### config.mk
export PLATFORM = sky130hd
export DESIGN_NAME = datagram_crc32_checker_core
export DESIGN_NICKNAME = d
export VERILOG_FILES = /design/src/dcc_pkg.sv /design/src/dcc_input_stage.sv /design/src/dcc_datagram.sv /design/src/datagram_crc32_checker_core.sv
export SDC_FILE = /design/constraint.sdc
export NUM_CORES = 1
export LEC_CHECK = 0
export ABC_AREA = 1
export BUFFER_PORTS_ARGS = -buffer_cell sky130_fd_sc_hd__buf_4
export CAP_MARGIN = 10
export CELL_PAD_IN_SITES_DETAIL_PLACEMENT = 0
export CELL_PAD_IN_SITES_GLOBAL_PLACEMENT = 1
export CORE_UTILIZATION = 45
export CTS_CLUSTER_DIAMETER = 50
export DETAILED_ROUTE_END_ITERATION = 10
export PLACE_DENSITY_LB_ADDON = 0.1
export SYNTH_ARGS = -nofsm -noshare
export SYNTH_HDL_FRONTEND = slang
export SYNTH_SLANG_ARGS = --single-unit
### constraint.sdc
create_clock -name clk -period 4.7 [get_ports clk]
set_clock_uncertainty 0.2 [all_clocks]
set_input_delay 0.47 -clock clk [delete_from_list [all_inputs] [get_ports clk]]
set_output_delay 0.47 -clock clk [all_outputs]
set_load 0.01 [all_outputs]
### src/dcc_pkg.sv
// ----------------------------------------------------------------------------
// dcc_pkg
// Shared types, constants and the byte-wide crc32 step for the datagram checker.
// ----------------------------------------------------------------------------
package dcc_pkg;

    localparam int unsigned MAX_DATAGRAM_DEF = 2048;
    localparam int unsigned HDR_BYTES        = 16;
    localparam int unsigned CRC_FIELD_START  = 12;
    localparam int unsigned LEN_W            = 12;

    localparam logic [31:0] CRC_POLY    = 32'hEDB8_8320;
    localparam logic [31:0] CRC_SEED    = 32'hFFFF_FFFF;
    localparam logic [31:0] MAGIC_RESET = 32'h5453_4554;

    typedef enum logic [2:0] {
        VRD_PASS      = 3'd0,
        VRD_MAGIC_ERR = 3'd1,
        VRD_LEN_ERR   = 3'd2,
        VRD_CRC_ERR   = 3'd3,
        VRD_RUNT      = 3'd4
    } verdict_t;

    typedef struct packed {
        logic [7:0] data_byte;
        logic       last_byte;
    } in_beat_t;

    typedef struct packed {
        logic [31:0]      test_id;
        verdict_t         verdict;
        logic [LEN_W-1:0] received_length;
        logic [31:0]      calc_crc;
    } out_beat_t;

    // registered input beat handed to the datagram stage
    typedef struct packed {
        logic     valid;
        in_beat_t beat;
    } dcc_stage_t;

    // reflected crc32, eight bit steps unrolled
    function automatic logic [31:0] crc32_byte(input logic [31:0] crc_in,
                                               input logic [7:0]  b);
        logic [31:0] c;
        c = crc_in ^ {24'd0, b};
        for (int k = 0; k < 8; k++)
        begin
            c = (c >> 1) ^ (CRC_POLY & {32{c[0]}});
        end
        return c;
    endfunction

endpackage

### src/dcc_input_stage.sv
// ----------------------------------------------------------------------------
// dcc_input_stage
// Input register for byte beats, refilled in the cycle it drains.
// ----------------------------------------------------------------------------
module dcc_input_stage (
    input  logic              clk,
    input  logic              rst_n,
    input  logic              byte_valid,
    output logic              byte_ready,
    input  dcc_pkg::in_beat_t byte_beat,
    output dcc_pkg::dcc_stage_t stage,
    input  logic              take
);
    import dcc_pkg::*;

    logic     valid_reg;
    logic     valid_next;
    in_beat_t beat_reg;

    assign byte_ready = !valid_reg || take;
    assign valid_next = byte_ready ? byte_valid : valid_reg;

    always_ff @(posedge clk or negedge rst_n)
    begin
        if (!rst_n)
        begin
            valid_reg <= 1'b0;
        end
        else
        begin
            valid_reg <= valid_next;
        end
    end

    always_ff @(posedge clk)
    begin
        if (byte_ready && byte_valid)
        begin
            beat_reg <= byte_beat;
        end
    end

    assign stage.valid = valid_reg;
    assign stage.beat  = beat_reg;

endmodule

### src/dcc_datagram.sv
// ----------------------------------------------------------------------------
// dcc_datagram
// Header capture, crc update, verdict and the result register.
// ----------------------------------------------------------------------------
module dcc_datagram #(
    parameter int unsigned MAX_DATAGRAM = dcc_pkg::MAX_DATAGRAM_DEF
) (
    input  logic                clk,
    input  logic                rst_n,
    input  dcc_pkg::dcc_stage_t stage,
    output logic                take,
    input  logic                magic_we,
    input  logic [31:0]         magic_wdata,
    output logic                result_valid,
    input  logic                result_ready,
    output dcc_pkg::out_beat_t  result_beat
);
    import dcc_pkg::*;

    localparam int unsigned CW = $clog2(MAX_DATAGRAM + 1);

    logic [31:0]   magic_reg;
    logic [CW-1:0] count_reg, count_next, count_upd;
    logic [31:0]   crc_reg, crc_next, crc_upd;
    logic [31:0]   hmagic_reg, hmagic_next, hmagic_upd;
    logic [31:0]   htid_reg, htid_next, htid_upd;
    logic [31:0]   hlen_reg, hlen_next, hlen_upd;
    logic [31:0]   hcrc_reg, hcrc_next, hcrc_upd;
    logic          result_valid_reg, result_valid_next;
    out_beat_t     result_reg, result_next;
    logic          active;
    logic [31:0]   shifted;
    logic [31:0]   final_crc;
    logic [31:0]   body_len;
    verdict_t      verdict;

    assign take = stage.valid &&
                  (!stage.beat.last_byte || !result_valid_reg || result_ready);

    // bytes past the buffer size leave the count, crc and header fields alone
    assign active  = count_reg < CW'(MAX_DATAGRAM);
    assign shifted = 32'(stage.beat.data_byte) << {count_reg[1:0], 3'b000};

    always_comb
    begin
        count_upd  = count_reg;
        crc_upd    = crc_reg;
        hmagic_upd = hmagic_reg;
        htid_upd   = htid_reg;
        hlen_upd   = hlen_reg;
        hcrc_upd   = hcrc_reg;
        if (active)
        begin
            if (count_reg < CW'(HDR_BYTES))
            begin
                case (count_reg[3:2])
                    2'd0:    hmagic_upd = hmagic_reg | shifted;
                    2'd1:    htid_upd   = htid_reg | shifted;
                    2'd2:    hlen_upd   = hlen_reg | shifted;
                    default: hcrc_upd   = hcrc_reg | shifted;
                endcase
            end
            // crc field itself is skipped
            if (count_reg < CW'(CRC_FIELD_START) || count_reg >= CW'(HDR_BYTES))
            begin
                crc_upd = crc32_byte(crc_reg, stage.beat.data_byte);
            end
            count_upd = count_reg + CW'(1);
        end
    end

    assign final_crc = ~crc_upd;
    assign body_len  = 32'(count_upd) - 32'(HDR_BYTES);

    always_comb
    begin
        if (count_upd < CW'(HDR_BYTES))
        begin
            verdict = VRD_RUNT;
        end
        else if (hmagic_upd != magic_reg)
        begin
            verdict = VRD_MAGIC_ERR;
        end
        else if (hlen_upd != body_len)
        begin
            verdict = VRD_LEN_ERR;
        end
        else if (hcrc_upd != final_crc)
        begin
            verdict = VRD_CRC_ERR;
        end
        else
        begin
            verdict = VRD_PASS;
        end
    end

    always_comb
    begin
        count_next  = count_reg;
        crc_next    = crc_reg;
        hmagic_next = hmagic_reg;
        htid_next   = htid_reg;
        hlen_next   = hlen_reg;
        hcrc_next   = hcrc_reg;
        result_next = result_reg;
        result_valid_next = result_valid_reg && !result_ready;
        if (take)
        begin
            if (stage.beat.last_byte)
            begin
                // verdict beat, then start fresh
                count_next  = '0;
                crc_next    = CRC_SEED;
                hmagic_next = '0;
                htid_next   = '0;
                hlen_next   = '0;
                hcrc_next   = '0;
                result_valid_next = 1'b1;
                result_next.verdict         = verdict;
                result_next.received_length = LEN_W'(count_upd);
                if (verdict == VRD_RUNT)
                begin
                    result_next.test_id  = '0;
                    result_next.calc_crc = '0;
                end
                else
                begin
                    result_next.test_id  = htid_upd;
                    result_next.calc_crc = final_crc;
                end
            end
            else
            begin
                count_next  = count_upd;
                crc_next    = crc_upd;
                hmagic_next = hmagic_upd;
                htid_next   = htid_upd;
                hlen_next   = hlen_upd;
                hcrc_next   = hcrc_upd;
            end
        end
    end

    always_ff @(posedge clk or negedge rst_n)
    begin
        if (!rst_n)
        begin
            magic_reg        <= MAGIC_RESET;
            count_reg        <= '0;
            crc_reg          <= CRC_SEED;
            hmagic_reg       <= '0;
            htid_reg         <= '0;
            hlen_reg         <= '0;
            hcrc_reg         <= '0;
            result_valid_reg <= 1'b0;
        end
        else
        begin
            if (magic_we)
            begin
                magic_reg <= magic_wdata;
            end
            count_reg        <= count_next;
            crc_reg          <= crc_next;
            hmagic_reg       <= hmagic_next;
            htid_reg         <= htid_next;
            hlen_reg         <= hlen_next;
            hcrc_reg         <= hcrc_next;
            result_valid_reg <= result_valid_next;
        end
    end

    always_ff @(posedge clk)
    begin
        result_reg <= result_next;
    end

    assign result_valid = result_valid_reg;
    assign result_beat  = result_reg;

endmodule

### src/datagram_crc32_checker_core.sv
// ----------------------------------------------------------------------------
// datagram_crc32_checker_core
// Byte-stream test datagram checker with reflected crc32 and header checks.
// ----------------------------------------------------------------------------
// Takes one byte beat per clock through an input register and a single
// datagram stage whose eight-bit unrolled crc step and header compare are
// combinational; that stage sets the rate. A verdict beat is written to the
// result register as its last byte leaves the input register, and byte beats
// keep flowing while a verdict waits unless a second verdict would overrun it.
// magic_we writes the expected magic word at once and is meant for idle time.
module datagram_crc32_checker_core #(
    parameter int unsigned MAX_DATAGRAM = dcc_pkg::MAX_DATAGRAM_DEF
) (
    input  logic               clk,
    input  logic               rst_n,
    input  logic               byte_valid,
    output logic               byte_ready,
    input  dcc_pkg::in_beat_t  byte_beat,
    output logic               result_valid,
    input  logic               result_ready,
    output dcc_pkg::out_beat_t result_beat,
    input  logic               magic_we,
    input  logic [31:0]        magic_wdata
);
    import dcc_pkg::*;

    dcc_stage_t stage;
    logic       take;

    dcc_input_stage u_input (
        .clk        (clk),
        .rst_n      (rst_n),
        .byte_valid (byte_valid),
        .byte_ready (byte_ready),
        .byte_beat  (byte_beat),
        .stage      (stage),
        .take       (take)
    );

    dcc_datagram #(
        .MAX_DATAGRAM (MAX_DATAGRAM)
    ) u_datagram (
        .clk          (clk),
        .rst_n        (rst_n),
        .stage        (stage),
        .take         (take),
        .magic_we     (magic_we),
        .magic_wdata  (magic_wdata),
        .result_valid (result_valid),
        .result_ready (result_ready),
        .result_beat  (result_beat)
    );

`ifndef ASSERT_OFF
    a_short_zeroed: assert property (@(posedge clk) disable iff (!rst_n)
        result_valid && result_beat.verdict == VRD_RUNT |->
        result_beat.test_id == 32'd0 && result_beat.calc_crc == 32'd0)
        else $error("too short verdict with nonzero id or crc");

    a_short_len: assert property (@(posedge clk) disable iff (!rst_n)
        result_valid && result_beat.verdict == VRD_RUNT |->
        result_beat.received_length < LEN_W'(HDR_BYTES))
        else $error("too short verdict on a full header");

    a_empty_ready: assert property (@(posedge clk) disable iff (!rst_n)
        !stage.valid |-> byte_ready)
        else $error("input stage empty but not ready");

    a_nonlast_drains: assert property (@(posedge clk) disable iff (!rst_n)
        stage.valid && !stage.beat.last_byte |-> take)
        else $error("non-last beat stalled in datagram stage");
`endif

endmodule

==> flow_summary.json <==
{
  "outcome": "finished clean",
  "initial_utilization": 0.459,
  "fin_util": 0.554,
  "dr.first_iter.drc_count": 1193,
  "dieArea_sq_um": 35100,
  "p_total_uw": 8960,
  "rr_startpoint": "u_datagram.count_reg[11]",
  "drive_above_1_share": 0.146,
  "gp_congestion": 0.887,
  "clk_latency_ns": 0.53,
  "h-tree-depth": 2,
  "port_buffers": 126,
  "multi_input_area_sq_um": 6390,
  "cts_tree": "yes",
  "cts_root_buffer": "clkbuf_16",
  "fp-row-count": 67,
  "crit_chain": "nor2_2 -> nand2_1 -> nor2_4 -> nand2_4 -> nor2_1 -> nand2_1 -> nand4_1 -> nand2_1 -> nor2_1 -> nand2_1 -> nor2_1 -> nand2_1 -> nor2_1 -> nand3_1 -> nor2b_1 -> nor2_1",
  "fmax_ghz": 0.247,
  "p_seq_frac": 0.351,
  "power.share.combinational": 0.299,
  "path_buf_inv": 0,
  "critPathKind": "reg2reg",
  "cp_top_family": "simple AND/OR/NAND/NOR gates",
  "crit_path_end_kind": "register",
  "hold_path_end": "u_datagram.result_valid",
  "hold_violations": 0,
  "slew_violations": 0,
  "clockPowerShare": 0.350,
  "layout_min_cycle_time_ns": 4.06,
  "worstRegToRegCells": 16,
  "clk_pin_slew_ns": 0.06,
  "worst_ep_arrival_time_ns": 4.14,
  "fillers": 3097,
  "synth.most_common_cell": "nand2_1",
  "p_per_area_nw_per_um2": 481,
  "synth_ff_type": "dfrtp_1",
  "intPower_uw": 5690,
  "num_vias": 13800,
  "synth.distinct_cells": 43,
  "synth-seq-area-share": 0.509,
  "async_reset_ff_frac": 0.701,
  "ant_nets": 0,
  "finalWirelength_mm": 49.7,
  "start_kind": "register",
  "yosysTopAreaCellShare": 0.261,
  "hold-path-cell-count": 4,
  "ir_drop_mv": 0.345,
  "ios": 127,
  "die_w_microns": 187,
  "antenna_cells": 0,
  "grt_first_pass_wirelength_mm": 77.3,
  "clock_sinks": 294,
  "syn_area_sq_um": 15400,
  "overflow": 0,
  "slew-limit-headroom": 0.328,
  "coreArea_sq_um": 33600,
  "period_share": 0.863,
  "syn_inst": 1942,
  "crit_slowest_cell": "dfrtp_1",
  "hp-start": "result_ready",
  "worst_pin_slew_ns": 1.01,
  "dr.pass1.iters": 5,
  "synth.largest_area_cell": "dfrtp_1",
  "hold_class": "in2reg",
  "required_ns": 4.79,
  "areaGrowthSynthToFinish_pct": 20.7,
  "track_usage": 0.285,
  "dpl.hpwl_mm": 34.7,
  "postCtsSetupRepairBufs": 0,
  "switching_power_uw": 3280,
  "numCtsBuffers": 41,
  "switching_share": 0.366,
  "leakage_uw": 0.00891,
  "die_h_microns": 187,
  "synth.avg_cell_area_sq_um": 7.95,
  "slowest_delay_ns": 0.60,
  "grt_antenna_before_repair": 0,
  "synth-seq-cells": 294,
  "synth_fp_nets": 1991,
  "viasPerCell": 5.34,
  "worst_hold_slack_ns": 0.0798,
  "r2r_slack_ns": 0.64,
  "synth_edf_count": 88,
  "path_max_fanout": 17,
  "first_global_vias": 13200,
  "cts_buffer_depth": 3,
  "drc": 0,
  "reg2reg_to": "u_datagram.result_beat[45]",
  "synthTopCellsByArea": "dfrtp_1 26%, edfxtp_1 17%, nand2_1 13%, dfstp_2 7.7%, inv_1 5.6%",
  "synth_common_cells": "545 x nand2_1, 230 x inv_1, 230 x nor2_1, 161 x dfrtp_1, 128 x nand3_1",
  "grt_setup_unrepaired": "no",
  "final_nets": 2147,
  "largest_register_ffs": 79,
  "cap_violations": 0,
  "setup_tns_ns": 0,
  "setup_viol": 0,
  "seq_area_sq_um": 7850,
  "yosys_warnings": 0,
  "grt_max_degree": 107,
  "wl_per_cell_microns": 19.3
}
how the worst max path moves through the flow:
stage                                         from                    endpoint  slack, ns  depth (start not counted)
after floorplan                   u_input.stage[0]   u_datagram.result_beat[0]       0.59                          6
after global placement    u_datagram.count_reg[11]  u_datagram.result_beat[45]       0.62                         18
after detailed placement  u_datagram.count_reg[11]  u_datagram.result_beat[45]       0.60                         18
after CTS                 u_datagram.count_reg[11]  u_datagram.result_beat[45]       0.59                         18
after global routing      u_datagram.count_reg[11]  u_datagram.result_beat[45]       0.33                         18
final                     u_datagram.count_reg[11]  u_datagram.result_beat[45]       0.64                         16
power by group through the flow:
| stage | combinational (uW) | sequential, uW | clock (uW) |
|---|---|---|---|
| finish | 2680 | 3150 | 3130 |
| floorplan | 1800 | 3130 | 0 |
| CTS | 2670 | 3140 | 3170 |
| global route | 2990 | 3180 | 3290 |
| global placement | 2620 | 3180 | 0 |
| detailed placement | 2630 | 3190 | 0 |
stage by stage:
stage / instances / setup slack, ns / instance area [sq um]
after floorplan: 1942 / 0.585 / 15400
after global placement: 2460 / 0.621 / 16800
after detailed placement: 2460 / 0.601 / 16800
after CTS: 2578 / 0.595 / 18600
after global routing: 2578 / 0.334 / 18600
final: 2578 / 0.644 / 18600
worst register-to-register path, cell delays in order (launching register included):
cell and delay [ns]:
dfrtp_1 0.60, nor2_2 0.18, nand2_1 0.09, nor2_4 0.37, nand2_4 0.29, nor2_1 0.54
nand2_1 0.23, nand4_1 0.15, nand2_1 0.07, nor2_1 0.19, nand2_1 0.07, nor2_1 0.22
nand2_1 0.08, nor2_1 0.13, nand3_1 0.19, nor2b_1 0.18, nor2_1 0.06
layout make-up:
class                           instances  share of cell area
Inverter                              234              0.0473
Timing Repair Buffer                  190              0.0833
Clock inverter                         19              0.0117
Tap cell                              448              0.0301
Clock buffer                           56              0.0630
Multi-Input combinational cell       1337               0.343
Sequential cell                       294               0.421
per-layer routing:
metal / vias to the layer above / track usage / wire (microns)
met5: - / 0 / 0
met1: 6669 / 0.390 / 21900
met2: 398 / 0.474 / 24000
li1: 6615 / - / -
met3: 82 / 0.0315 / 2370
met4: 0 / 0.0917 / 1460
cells by family (layout without fill, tap and decap cells):
kind of cell / Yosys count / count (layout) / share of synthesized area
XOR/XNOR: 45 / 45 / 0.0265
AO/OA/AOI/OAI: 309 / 309 / 0.113
flip-flops: 294 / 294 / 0.509
adder cells (fa/ha/maj): 3 / 3 / 0.00243
multiplexers: 16 / 16 / 0.0117
AND/OR/NAND/NOR: 964 / 964 / 0.259
buffers and inverters: 311 / 499 / 0.0792
what timing repair did:
action,in CTS,in global routing
hold buffers,43,0
hold endpoints to repair,103,0
resized for setup,0,0
endpoints found under the setup margin,0,0
placed cells by master, fill, tap and decap left out, types with 43 or more instances in the layout:
cell and instances:
buf_4 145, a21oi_1 90, inv_1 228, o21ai_0 121, edfxtp_1 88, dfrtp_1 161
nor2_1 230, nand3_1 128, dlygate4sd3_1 43, dfstp_2 45, nand2_1 544, clkbuf_16 43
Power figures use the tool's default switching activity.
